**src/sv/hslrgb_pkg.sv**
```systemverilog
// ----------------------------------------------------------------------------
// hslrgb_pkg
// Shared field widths, range limits, divide-by-constant reciprocals and
// hue sector codes for the HSL to RGB converter.
// ----------------------------------------------------------------------------
package hslrgb_pkg;

   // field widths
   localparam int unsigned HUE_W = 9;
   localparam int unsigned PCT_W = 7;
   localparam int unsigned CH_W  = 8;

   // range limits
   localparam int unsigned HUE_RANGE = 360;
   localparam int unsigned PCT_MAX   = 100;
   localparam int unsigned CH_MAX    = 255;

   // cycles from an accepted request to its response strobe
   localparam int unsigned PIPE_LATENCY = 9;

   // exact floor(x/100) for x < 2**15: (x * recip) >> shift
   localparam int unsigned DIV100_IN_W   = 15;
   localparam int unsigned DIV100_SHIFT  = 22;
   localparam int unsigned DIV100_RECIP  = ((2 ** DIV100_SHIFT) + PCT_MAX - 1) / PCT_MAX;
   localparam int unsigned DIV100_PROD_W = DIV100_IN_W + 16;

   // exact floor(x/360) for x < 2**17: (x * recip) >> shift
   localparam int unsigned DIV360_IN_W   = 17;
   localparam int unsigned DIV360_SHIFT  = 26;
   localparam int unsigned DIV360_RECIP  =
      ((2 ** DIV360_SHIFT) + HUE_RANGE - 1) / HUE_RANGE;
   localparam int unsigned DIV360_PROD_W = DIV360_IN_W + 18;

   // piecewise-linear sector of a channel hue
   typedef enum logic [1:0] {
      SEC_RISE,
      SEC_TOP,
      SEC_FALL,
      SEC_BASE
   } sector_type;

endpackage

```
**src/sv/hsl_to_rgb_converter_core.sv**
```systemverilog
// pipeline: the datapath stages, the channel stages and the response registers,
//   with a valid bit that travels alongside the data
// throughput: one colour per clock cycle, set by the fully pipelined datapath
// reset: synchronous, clears the valid bits of every stage; busy is high
//   only while reset is applied
// ----------------------------------------------------------------------------
// hsl_to_rgb_converter_core
// HSL to RGB colour conversion: hue in degrees, saturation and lightness in
// percent in; 8-bit red, green and blue out, one response per request.
// ----------------------------------------------------------------------------
module hsl_to_rgb_converter_core #(
   parameter int unsigned FRAC_BITS = 16
) (
   input  logic                           clock,
   input  logic                           reset,
   input  logic                           start,
   output logic                           busy,
   input  logic [hslrgb_pkg::HUE_W-1:0]   req_hue_deg,
   input  logic [hslrgb_pkg::PCT_W-1:0]   req_sat_pct,
   input  logic [hslrgb_pkg::PCT_W-1:0]   req_light_pct,
   output logic                           rsp_valid,
   output logic [hslrgb_pkg::CH_W-1:0]    rsp_red,
   output logic [hslrgb_pkg::CH_W-1:0]    rsp_green,
   output logic [hslrgb_pkg::CH_W-1:0]    rsp_blue
);
   import hslrgb_pkg::*;

   localparam int unsigned FX_W = FRAC_BITS + 1;
   localparam int unsigned LV_W = FRAC_BITS + 2;
   localparam int unsigned PR_W = FX_W + LV_W;

   localparam logic [FX_W-1:0]  ONE_FX   = FX_W'(1) << FRAC_BITS;
   localparam logic [FX_W-1:0]  HALF_FX  = ONE_FX >> 1;
   localparam logic [FX_W-1:0]  THIRD_FX = FX_W'((2 ** FRAC_BITS) / 3);
   localparam logic [FX_W-1:0]  Q100_FX  = FX_W'((2 ** FRAC_BITS) / PCT_MAX);
   localparam logic [PCT_W-1:0] R100     = PCT_W'((2 ** FRAC_BITS) % PCT_MAX);
   localparam logic [FX_W-1:0]  Q360_FX  = FX_W'((2 ** FRAC_BITS) / HUE_RANGE);
   localparam logic [HUE_W-1:0] R360     = HUE_W'((2 ** FRAC_BITS) % HUE_RANGE);

   logic                      accept;
   logic [PIPE_LATENCY-1:0]   vld_ff;
   logic [PIPE_LATENCY-1:0]   vld_in;

   logic [HUE_W-1:0]          hue_c;
   logic [PCT_W-1:0]          sat_c;
   logic [PCT_W-1:0]          light_c;

   // stage 1
   logic [FX_W-1:0]           lq1_ff, sq1_ff, hq1_ff;
   logic [DIV100_IN_W-1:0]    lr1_ff, sr1_ff, gp1_ff;
   logic [DIV360_IN_W-1:0]    hr1_ff;
   logic                      grey1_ff;

   // stage 2
   logic [DIV100_PROD_W-1:0]  lfix_prod, sfix_prod, gy_prod;
   logic [DIV360_PROD_W-1:0]  hfix_prod;
   logic [FX_W-1:0]           lq2_ff, sq2_ff, hq2_ff;
   logic [PCT_W-1:0]          lfix2_ff, sfix2_ff;
   logic [HUE_W-1:0]          hfix2_ff;
   logic [CH_W-1:0]           gy2_ff;
   logic                      grey2_ff;

   // stage 3
   logic [FX_W-1:0]           l3_ff, s3_ff, h3_ff;
   logic [CH_W-1:0]           gy3_ff;
   logic                      grey3_ff;

   // stage 4
   logic                      low_in;
   logic [LV_W-1:0]           opb_in;
   logic [PR_W-1:0]           prod4_ff;
   logic                      low4_ff;
   logic [FX_W-1:0]           l4_ff, s4_ff, h4_ff;
   logic [CH_W-1:0]           gy4_ff;
   logic                      grey4_ff;

   // stage 5
   logic [LV_W-1:0]           prod_hi;
   logic [LV_W-1:0]           q_in;
   logic [LV_W-1:0]           q5_ff;
   logic [FX_W-1:0]           l5_ff, h5_ff;
   logic [CH_W-1:0]           gy5_ff;
   logic                      grey5_ff;

   // stage 6
   logic [LV_W-1:0]           two_l;
   logic [LV_W-1:0]           p_in;
   logic [LV_W-1:0]           tr_sum;
   logic [FX_W-1:0]           tr_in;
   logic [FX_W-1:0]           tb_in;
   logic [LV_W-1:0]           q6_ff, p6_ff, d6_ff;
   logic [FX_W-1:0]           tr6_ff, tg6_ff, tb6_ff;
   logic [CH_W-1:0]           gy6_ff, gy7_ff, gy8_ff;
   logic                      grey6_ff, grey7_ff, grey8_ff;

   // channel levels and output registers
   logic [CH_W-1:0]           lvl_r, lvl_g, lvl_b;
   logic [CH_W-1:0]           red_ff, green_ff, blue_ff;

   // request transfer
   assign busy   = reset;
   assign accept = start && !busy;

   // valid bits travel alongside the data
   assign vld_in = {vld_ff[PIPE_LATENCY-2:0], accept};

   always_ff @(posedge clock) begin
      if (reset) begin
         vld_ff <= '0;
      end else begin
         vld_ff <= vld_in;
      end
   end

   // range reduction of the request fields
   always_comb begin
      hue_c   = (req_hue_deg >= HUE_W'(HUE_RANGE)) ?
                req_hue_deg - HUE_W'(HUE_RANGE) : req_hue_deg;
      sat_c   = (req_sat_pct > PCT_W'(PCT_MAX)) ? PCT_W'(PCT_MAX) : req_sat_pct;
      light_c = (req_light_pct > PCT_W'(PCT_MAX)) ? PCT_W'(PCT_MAX) : req_light_pct;
   end

   // stage 1: quotient and remainder parts of the fixed-point scaling
   always_ff @(posedge clock) begin
      lq1_ff   <= FX_W'(light_c) * Q100_FX;
      sq1_ff   <= FX_W'(sat_c) * Q100_FX;
      hq1_ff   <= FX_W'(hue_c) * Q360_FX;
      lr1_ff   <= DIV100_IN_W'(light_c) * DIV100_IN_W'(R100);
      sr1_ff   <= DIV100_IN_W'(sat_c) * DIV100_IN_W'(R100);
      hr1_ff   <= DIV360_IN_W'(hue_c) * DIV360_IN_W'(R360);
      gp1_ff   <= DIV100_IN_W'(light_c) * DIV100_IN_W'(CH_MAX);
      grey1_ff <= (sat_c == '0);
   end

   // stage 2: small divisions by reciprocal multiplication
   always_comb begin
      lfix_prod = DIV100_PROD_W'(lr1_ff) * DIV100_PROD_W'(DIV100_RECIP);
      sfix_prod = DIV100_PROD_W'(sr1_ff) * DIV100_PROD_W'(DIV100_RECIP);
      gy_prod   = DIV100_PROD_W'(gp1_ff) * DIV100_PROD_W'(DIV100_RECIP);
      hfix_prod = DIV360_PROD_W'(hr1_ff) * DIV360_PROD_W'(DIV360_RECIP);
   end

   always_ff @(posedge clock) begin
      lq2_ff   <= lq1_ff;
      sq2_ff   <= sq1_ff;
      hq2_ff   <= hq1_ff;
      lfix2_ff <= PCT_W'(lfix_prod >> DIV100_SHIFT);
      sfix2_ff <= PCT_W'(sfix_prod >> DIV100_SHIFT);
      hfix2_ff <= HUE_W'(hfix_prod >> DIV360_SHIFT);
      gy2_ff   <= CH_W'(gy_prod >> DIV100_SHIFT);
      grey2_ff <= grey1_ff;
   end

   // stage 3: lightness, saturation and hue as fractions
   always_ff @(posedge clock) begin
      l3_ff    <= lq2_ff + FX_W'(lfix2_ff);
      s3_ff    <= sq2_ff + FX_W'(sfix2_ff);
      h3_ff    <= hq2_ff + FX_W'(hfix2_ff);
      gy3_ff   <= gy2_ff;
      grey3_ff <= grey2_ff;
   end

   // stage 4: product for the upper interpolation point
   always_comb begin
      low_in = (l3_ff < HALF_FX);
      opb_in = low_in ? LV_W'(ONE_FX) + LV_W'(s3_ff) : LV_W'(s3_ff);
   end

   always_ff @(posedge clock) begin
      prod4_ff <= PR_W'(l3_ff) * PR_W'(opb_in);
      low4_ff  <= low_in;
      l4_ff    <= l3_ff;
      s4_ff    <= s3_ff;
      h4_ff    <= h3_ff;
      gy4_ff   <= gy3_ff;
      grey4_ff <= grey3_ff;
   end

   // stage 5: upper interpolation point q
   always_comb begin
      prod_hi = LV_W'(prod4_ff >> FRAC_BITS);
      q_in    = low4_ff ? prod_hi : LV_W'(l4_ff) + LV_W'(s4_ff) - prod_hi;
   end

   always_ff @(posedge clock) begin
      q5_ff    <= q_in;
      l5_ff    <= l4_ff;
      h5_ff    <= h4_ff;
      gy5_ff   <= gy4_ff;
      grey5_ff <= grey4_ff;
   end

   // stage 6: lower point p, span, and per-channel hue with wrap
   always_comb begin
      two_l  = {l5_ff, 1'b0};
      p_in   = (two_l > q5_ff) ? two_l - q5_ff : '0;
      tr_sum = LV_W'(h5_ff) + LV_W'(THIRD_FX);
      tr_in  = (tr_sum > LV_W'(ONE_FX)) ? FX_W'(tr_sum - LV_W'(ONE_FX)) : FX_W'(tr_sum);
      tb_in  = (h5_ff >= THIRD_FX) ? h5_ff - THIRD_FX : h5_ff + ONE_FX - THIRD_FX;
   end

   always_ff @(posedge clock) begin
      q6_ff    <= q5_ff;
      p6_ff    <= p_in;
      d6_ff    <= q5_ff - p_in;
      tr6_ff   <= tr_in;
      tg6_ff   <= h5_ff;
      tb6_ff   <= tb_in;
      gy6_ff   <= gy5_ff;
      grey6_ff <= grey5_ff;
   end

   // per-channel sector rule
   hslrgb_channel #(.FRAC_BITS(FRAC_BITS)) u_chan_red (
      .clock (clock),
      .lvl_q (q6_ff),
      .lvl_p (p6_ff),
      .lvl_d (d6_ff),
      .hue_t (tr6_ff),
      .level (lvl_r)
   );

   hslrgb_channel #(.FRAC_BITS(FRAC_BITS)) u_chan_green (
      .clock (clock),
      .lvl_q (q6_ff),
      .lvl_p (p6_ff),
      .lvl_d (d6_ff),
      .hue_t (tg6_ff),
      .level (lvl_g)
   );

   hslrgb_channel #(.FRAC_BITS(FRAC_BITS)) u_chan_blue (
      .clock (clock),
      .lvl_q (q6_ff),
      .lvl_p (p6_ff),
      .lvl_d (d6_ff),
      .hue_t (tb6_ff),
      .level (lvl_b)
   );

   // grey level kept in step with the channel stages
   always_ff @(posedge clock) begin
      gy7_ff   <= gy6_ff;
      gy8_ff   <= gy7_ff;
      grey7_ff <= grey6_ff;
      grey8_ff <= grey7_ff;
   end

   // response registers: grey for zero saturation
   always_ff @(posedge clock) begin
      red_ff   <= grey8_ff ? gy8_ff : lvl_r;
      green_ff <= grey8_ff ? gy8_ff : lvl_g;
      blue_ff  <= grey8_ff ? gy8_ff : lvl_b;
   end

   assign rsp_valid = vld_ff[PIPE_LATENCY-1];
   assign rsp_red   = red_ff;
   assign rsp_green = green_ff;
   assign rsp_blue  = blue_ff;

endmodule

```
**src/sv/hslrgb_channel.sv**
```systemverilog
// ----------------------------------------------------------------------------
// hslrgb_channel
// One colour channel: classifies the channel hue into its sector, forms the
// interpolated level between p and q and scales it to an 8-bit intensity.
// Two register stages; the scaled level is presented combinationally.
// ----------------------------------------------------------------------------
module hslrgb_channel #(
   parameter int unsigned FRAC_BITS = 16
) (
   input  logic                          clock,
   input  logic [FRAC_BITS+1:0]          lvl_q,
   input  logic [FRAC_BITS+1:0]          lvl_p,
   input  logic [FRAC_BITS+1:0]          lvl_d,
   input  logic [FRAC_BITS:0]            hue_t,
   output logic [hslrgb_pkg::CH_W-1:0]   level
);
   import hslrgb_pkg::*;

   localparam int unsigned FX_W = FRAC_BITS + 1;
   localparam int unsigned LV_W = FRAC_BITS + 2;
   localparam int unsigned T6_W = FRAC_BITS + 4;
   localparam int unsigned PR_W = LV_W + FX_W;
   localparam int unsigned C_W  = FRAC_BITS + 3;
   localparam int unsigned S_W  = C_W + CH_W;
   localparam int unsigned W_W  = S_W - FRAC_BITS;

   localparam logic [FX_W-1:0] ONE_FX        = FX_W'(1) << FRAC_BITS;
   localparam logic [FX_W-1:0] TWO_THIRDS_FX = FX_W'((2 * (2 ** FRAC_BITS)) / 3);
   localparam logic [T6_W-1:0] ONE_T6        = T6_W'(ONE_FX);

   logic [T6_W-1:0] t2;
   logic [T6_W-1:0] t3;
   logic [T6_W-1:0] t6;
   logic [FX_W-1:0] fall_gap;
   logic [T6_W-1:0] fall6;
   sector_type      sec_in;
   logic [FX_W-1:0] fac_in;

   sector_type      sec_a_ff;
   logic [FX_W-1:0] fac_a_ff;
   logic [LV_W-1:0] d_a_ff;
   logic [LV_W-1:0] p_a_ff;
   logic [LV_W-1:0] q_a_ff;

   sector_type      sec_b_ff;
   logic [PR_W-1:0] prod_b_ff;
   logic [LV_W-1:0] p_b_ff;
   logic [LV_W-1:0] q_b_ff;

   logic [C_W-1:0]  slope_add;
   logic [C_W-1:0]  lvl_c;
   logic [S_W-1:0]  scaled;
   logic [W_W-1:0]  whole;

   // sector classification and slope factor
   always_comb begin
      t2       = T6_W'(hue_t) << 1;
      t3       = t2 + T6_W'(hue_t);
      t6       = t3 << 1;
      fall_gap = TWO_THIRDS_FX - hue_t;
      fall6    = (T6_W'(fall_gap) << 2) + (T6_W'(fall_gap) << 1);
      if (t6 < ONE_T6) begin
         sec_in = SEC_RISE;
         fac_in = FX_W'(t6);
      end else if (t2 < ONE_T6) begin
         sec_in = SEC_TOP;
         fac_in = '0;
      end else if (t3 < (ONE_T6 << 1)) begin
         sec_in = SEC_FALL;
         fac_in = FX_W'(fall6);
      end else begin
         sec_in = SEC_BASE;
         fac_in = '0;
      end
   end

   // stage a: sector and factor
   always_ff @(posedge clock) begin
      sec_a_ff <= sec_in;
      fac_a_ff <= fac_in;
      d_a_ff   <= lvl_d;
      p_a_ff   <= lvl_p;
      q_a_ff   <= lvl_q;
   end

   // stage b: slope product
   always_ff @(posedge clock) begin
      sec_b_ff  <= sec_a_ff;
      prod_b_ff <= PR_W'(d_a_ff) * PR_W'(fac_a_ff);
      p_b_ff    <= p_a_ff;
      q_b_ff    <= q_a_ff;
   end

   // level select, scale by 255 and clamp
   always_comb begin
      slope_add = C_W'(prod_b_ff >> FRAC_BITS);
      case (sec_b_ff) inside
         SEC_RISE, SEC_FALL: lvl_c = C_W'(p_b_ff) + slope_add;
         SEC_TOP:            lvl_c = C_W'(q_b_ff);
         default:            lvl_c = C_W'(p_b_ff);
      endcase
      scaled = (S_W'(lvl_c) << CH_W) - S_W'(lvl_c);
      whole  = scaled[S_W-1:FRAC_BITS];
      level  = (whole > W_W'(CH_MAX)) ? CH_W'(CH_MAX) : whole[CH_W-1:0];
   end

endmodule

```
**config.mk**
```make
export PLATFORM = sky130hd
export DESIGN_NAME = hsl_to_rgb_converter_core
export DESIGN_NICKNAME = d
export VERILOG_FILES = /design/src/sv/hslrgb_pkg.sv /design/src/sv/hsl_to_rgb_converter_core.sv /design/src/sv/hslrgb_channel.sv
export SDC_FILE = /design/constraint.sdc
export NUM_CORES = 2
export LEC_CHECK = 0
export BUFFER_PORTS_ARGS = -buffer_cell sky130_fd_sc_hd__buf_2
export CORE_MARGIN = 5
export CORE_UTILIZATION = 40
export CTS_CLUSTER_DIAMETER = 60
export CTS_CLUSTER_SIZE = 14
export DETAILED_ROUTE_END_ITERATION = 16
export PLACE_DENSITY = 0.57
export SYNTH_ARGS = -nofsm -noshare
export SYNTH_HDL_FRONTEND = slang
export SYNTH_HIERARCHICAL = 1
export SYNTH_SLANG_ARGS = --single-unit
export TNS_END_PERCENT = 100
```
**constraint.sdc**
```tcl
create_clock -name clock -period 8.7 [get_ports clock]
set_input_delay 0.435 -clock clock [delete_from_list [all_inputs] [get_ports clock]]
set_output_delay 0.435 -clock clock [all_outputs]
set_load 0.01 [all_outputs]
```
==> impl_summary.log <==
INFO  metric status = completed
INFO  metric seq_area_frac_synth = 20.7%
INFO  metric floorplan_die_height = 481 microns
INFO  metric yosys-top-cells-area = sky130_fd_sc_hd__fa_1 26%, sky130_fd_sc_hd__dfxtp_1 21%, sky130_fd_sc_hd__ha_1 18%
INFO  metric cts.clk_slew.worst_paths = 0.06 ns
INFO  metric routabilityCongestion = 0.876
INFO  metric number_of_global_route_vias_before_repair = 65.9k
INFO  metric worstReg2RegStart = u_chan_red/fac_a_ff[2]
INFO  metric critical_path.max_fanout = 18
INFO  metric worstSkewPairLatency = 0.73 ns
INFO  metric postRouteAntennaNets = 0
INFO  metric die_w = 481 microns
INFO  metric yosys_most_used_dff = sky130_fd_sc_hd__dfxtp_1
INFO  metric detailed_place.area = 0.0920 sq mm
INFO  metric top_registers = u_chan_blue/prod_b_ff (19), u_chan_green/prod_b_ff (19), u_chan_red/prod_b_ff (19)
INFO  metric dr.first_iter.drc_count = 2,907
INFO  metric fp.coreArea = 0.220 sq mm
INFO  metric hold_path_startpoint = req_sat_pct[2]
INFO  metric setup_repair_after_global_routing_missed_its_margin = no
INFO  metric hold_violations = 0
INFO  metric worst_pin_slew = 1.15 ns
INFO  metric hp-class = in -> reg
INFO  metric place_ws = 1.49 ns
INFO  metric most_common_library_cells_after_synthesis = 1,873 x sky130_fd_sc_hd__inv_1, 1,261 x sky130_fd_sc_hd__ha_1, 1,165 x sky130_fd_sc_hd__fa_1
INFO  metric wire_length_of_the_first_global_routing_pass = 343 mm
INFO  metric regToRegEndpoint = u_chan_red/prod_b_ff[34]
INFO  metric period_minus_slack = 7.23 ns
INFO  metric timing.hold.worst_path_depth = 2
INFO  metric placementRows = 172
INFO  metric postLayoutCellArea = 0.0954 sq mm
INFO  metric syn_area = 0.0887 sq mm
INFO  metric crit_path_cell_trace = nand2_1, fa_1, fa_1, fa_1, fa_1, inv_1, fa_1, inv_1, fa_1, inv_1, ha_1, nand2_1, o21ai_0, a221oi_1, or4_1, a31oi_1, a41oi_1, o31ai_1, o21a_1, o21a_1, nor2_1, xnor2_1
INFO  metric setup_total_neg_slack = 0 ns
INFO  metric element_type_at_the_critical_path_end = flip-flop
INFO  metric initial_core_util = 40.3%
INFO  metric gr_ovfl_total = 0
INFO  metric grt_antenna_before_repair = 23
INFO  metric cts_htree_levels = 3
INFO  metric slew_viol_final = 0
INFO  metric finalSetupViolCount = 0
INFO  metric synth_nets = 11.7k
INFO  metric min_delay_worst_endpoint = sr1_ff[4]
INFO  metric synth_enable_flop_cells = 0
INFO  metric post_route_cells_drive_above_1_share = 3.84%
INFO  metric clock.fmax = 138 MHz
INFO  metric clock_tree.buffer_depth = 3
INFO  metric worst-endpoint-required = 9.30 ns
INFO  metric total_number_of_vias = 61.1k
INFO  metric yosysUniqueCellTypes = 114
INFO  metric fillers = 21.3k
INFO  metric drt-pass1-iter-count = 5
INFO  metric ys.warnings.count = 6
INFO  metric placedCellCount = 12.1k
INFO  metric ys_async_sr_fraction = 0%
INFO  metric layout_setup_ws = 1.47 ns
INFO  metric cts_sinks = 919
INFO  metric syn_inst = 9,293
INFO  metric syn_to_final_growth = 7.63%
INFO  metric mean_number_of_vias_per_cell = 4.97
INFO  metric grt_max_degree = 45
INFO  metric grt_util_all_layers = 18.3%
INFO  metric drt-wirelength-per-cell = 16.8 microns
INFO  metric maxCapViolations = 0
INFO  metric number_of_buffers_added_on_ports = 51
INFO  metric netlist.area_leader.share = 26.3%
INFO  metric cpPeakStageDelay = 0.83 ns
INFO  metric synth_area_leader_cell = sky130_fd_sc_hd__fa_1
INFO  metric critical_path_class = reg -> reg
INFO  metric design.portCount = 52
INFO  metric crit_slowest_cell = sky130_fd_sc_hd__dfxtp_1
INFO  metric wl = 206 mm
INFO  metric synth.ff_latch_count = 919
INFO  metric instances_no_fill = 12.3k
INFO  metric clock-root-buffer = sky130_fd_sc_hd__clkbuf_16
INFO  metric setup.reg_to_reg.worst_slack = 1.47 ns
INFO  metric clock_skew = 0.0449 ns
INFO  metric drc_errors = 0
INFO  metric worst_setup_path_start_kind = flip-flop
INFO  metric finish.net_count = 11.7k
INFO  metric post-route-period-util = 83.1%
INFO  metric timing.critical_path.mode_cell = sky130_fd_sc_hd__fa_1
INFO  metric synth_most_common_cell = sky130_fd_sc_hd__inv_1
INFO  metric place_hpwl = 167 mm
INFO  metric relSlewSlack = 23.4%
INFO  metric arrival_worst_endpoint = 7.83 ns
INFO  metric cts_tree = yes
INFO  metric syn_area_per_cell = 9.54 sq um
INFO  metric design.die.area = 0.231 sq mm
INFO  metric r2r_cells = 22
INFO  metric tritoncts.num_buffers = 103
stage by stage:
stage / utilization, % / hold WS [ns]
2_1_floorplan: - / 0.310
3_3_place_gp: 41.8 / 0.310
3_5_place_dp: 41.8 / 0.312
4_1_cts: 43.3 / 0.00768
5_1_grt: 43.3 / 0.0579
6_report: 43.3 / 0.0798
repair_timing:
item	4_1_cts	5_1_grt
endpoints found under the hold margin	12	0
hold buffers	6	0
gates resized for setup	0	0
buffers inserted	0	0
layer usage:
metal	wire, microns	global-route usage, %	share of wire (%)
met5	0	0	0
met4	6330	5.58	3.1
met1	93700	24.1	45
met2	98400	31.2	48
met3	7630	2.29	3.7
worst max-delay path: cells and delay by family, from the launching register on:
| family | cells | cell delay (ns) |
|---|---|---|
| and+or+nand+nor | 4 | 1.00 |
| buffers and inverters | 3 | 0.14 |
| xor gates and xnor gates | 1 | 0.12 |
| AOI/OAI and AO/OA | 7 | 1.69 |
| DFF | 1 | 0.83 |
| adders and majority gates | 7 | 3.36 |
layout by cell type, fill, tap and decap left out, drive strengths merged, types with 33 or more instances in the layout:
cell    synthesis  final
xnor2         290    290
o21ai         200    200
nor3           99     99
clkbuf        196    110
o211ai         33     33
and2          584    584
nand4          35     35
inv          1876   1905
mux2i          36     36
o22ai          38     38
or3            43     43
nand2         836    836
fa           1165   1165
nand2b         42     42
dfxtp         919    919
a21oi         308    308
a211oi         42     42
nor2          253    253
and3           46     46
nand3          95     95
o21bai         49     49
xor2          116    116
buf            27     81
or2            33     33
ha           1261   1261
nor2b          66     66
o21a           69     69
a21o          135    135
a31oi          46     46
area by class of cell:
cell class	instances	area (sq um)	share of cell area (%)
Multi-Input combinational cell	6275	62300	65.3
Sequential cell	919	18400	19.3
Inverter	1876	7040	7.38
Tap cell	2958	3700	3.88
Clock buffer	110	2650	2.78
Clock inverter	57	721	0.755
Timing Repair Buffer	87	541	0.566
Antenna cell	14	35.0	0.0367
worst max-delay path by stage:
stage	startpoint	to	slack [ns]
floorplan	u_chan_red/fac_a_ff[2]	u_chan_red/prod_b_ff[34]	2.30
global placement	u_chan_red/fac_a_ff[2]	u_chan_red/prod_b_ff[34]	1.49
detailed placement	u_chan_red/fac_a_ff[2]	u_chan_red/prod_b_ff[34]	1.49
CTS	u_chan_red/fac_a_ff[2]	u_chan_red/prod_b_ff[34]	1.50
global route	u_chan_red/fac_a_ff[2]	u_chan_red/prod_b_ff[34]	1.07
finish	u_chan_red/fac_a_ff[2]	u_chan_red/prod_b_ff[34]	1.47
cell families (layout without fill, tap and decap cells):
family	Yosys count	after routing	synth area share (%)
adders and majority gates	2426	2426	44.1
and+or+nand+nor	2220	2220	12.5
buffers and inverters	2099	2130	8.94
AOI/OAI and AO/OA	1158	1158	8.82
DFF	919	919	20.7
xor gates and xnor gates	410	410	4.11
muxes	60	60	0.734
other	1	15	0.00423
Power is left out: the tool's default activity adds up to more than one toggle a clock period on the data nets, which glitch-free logic cannot reach.
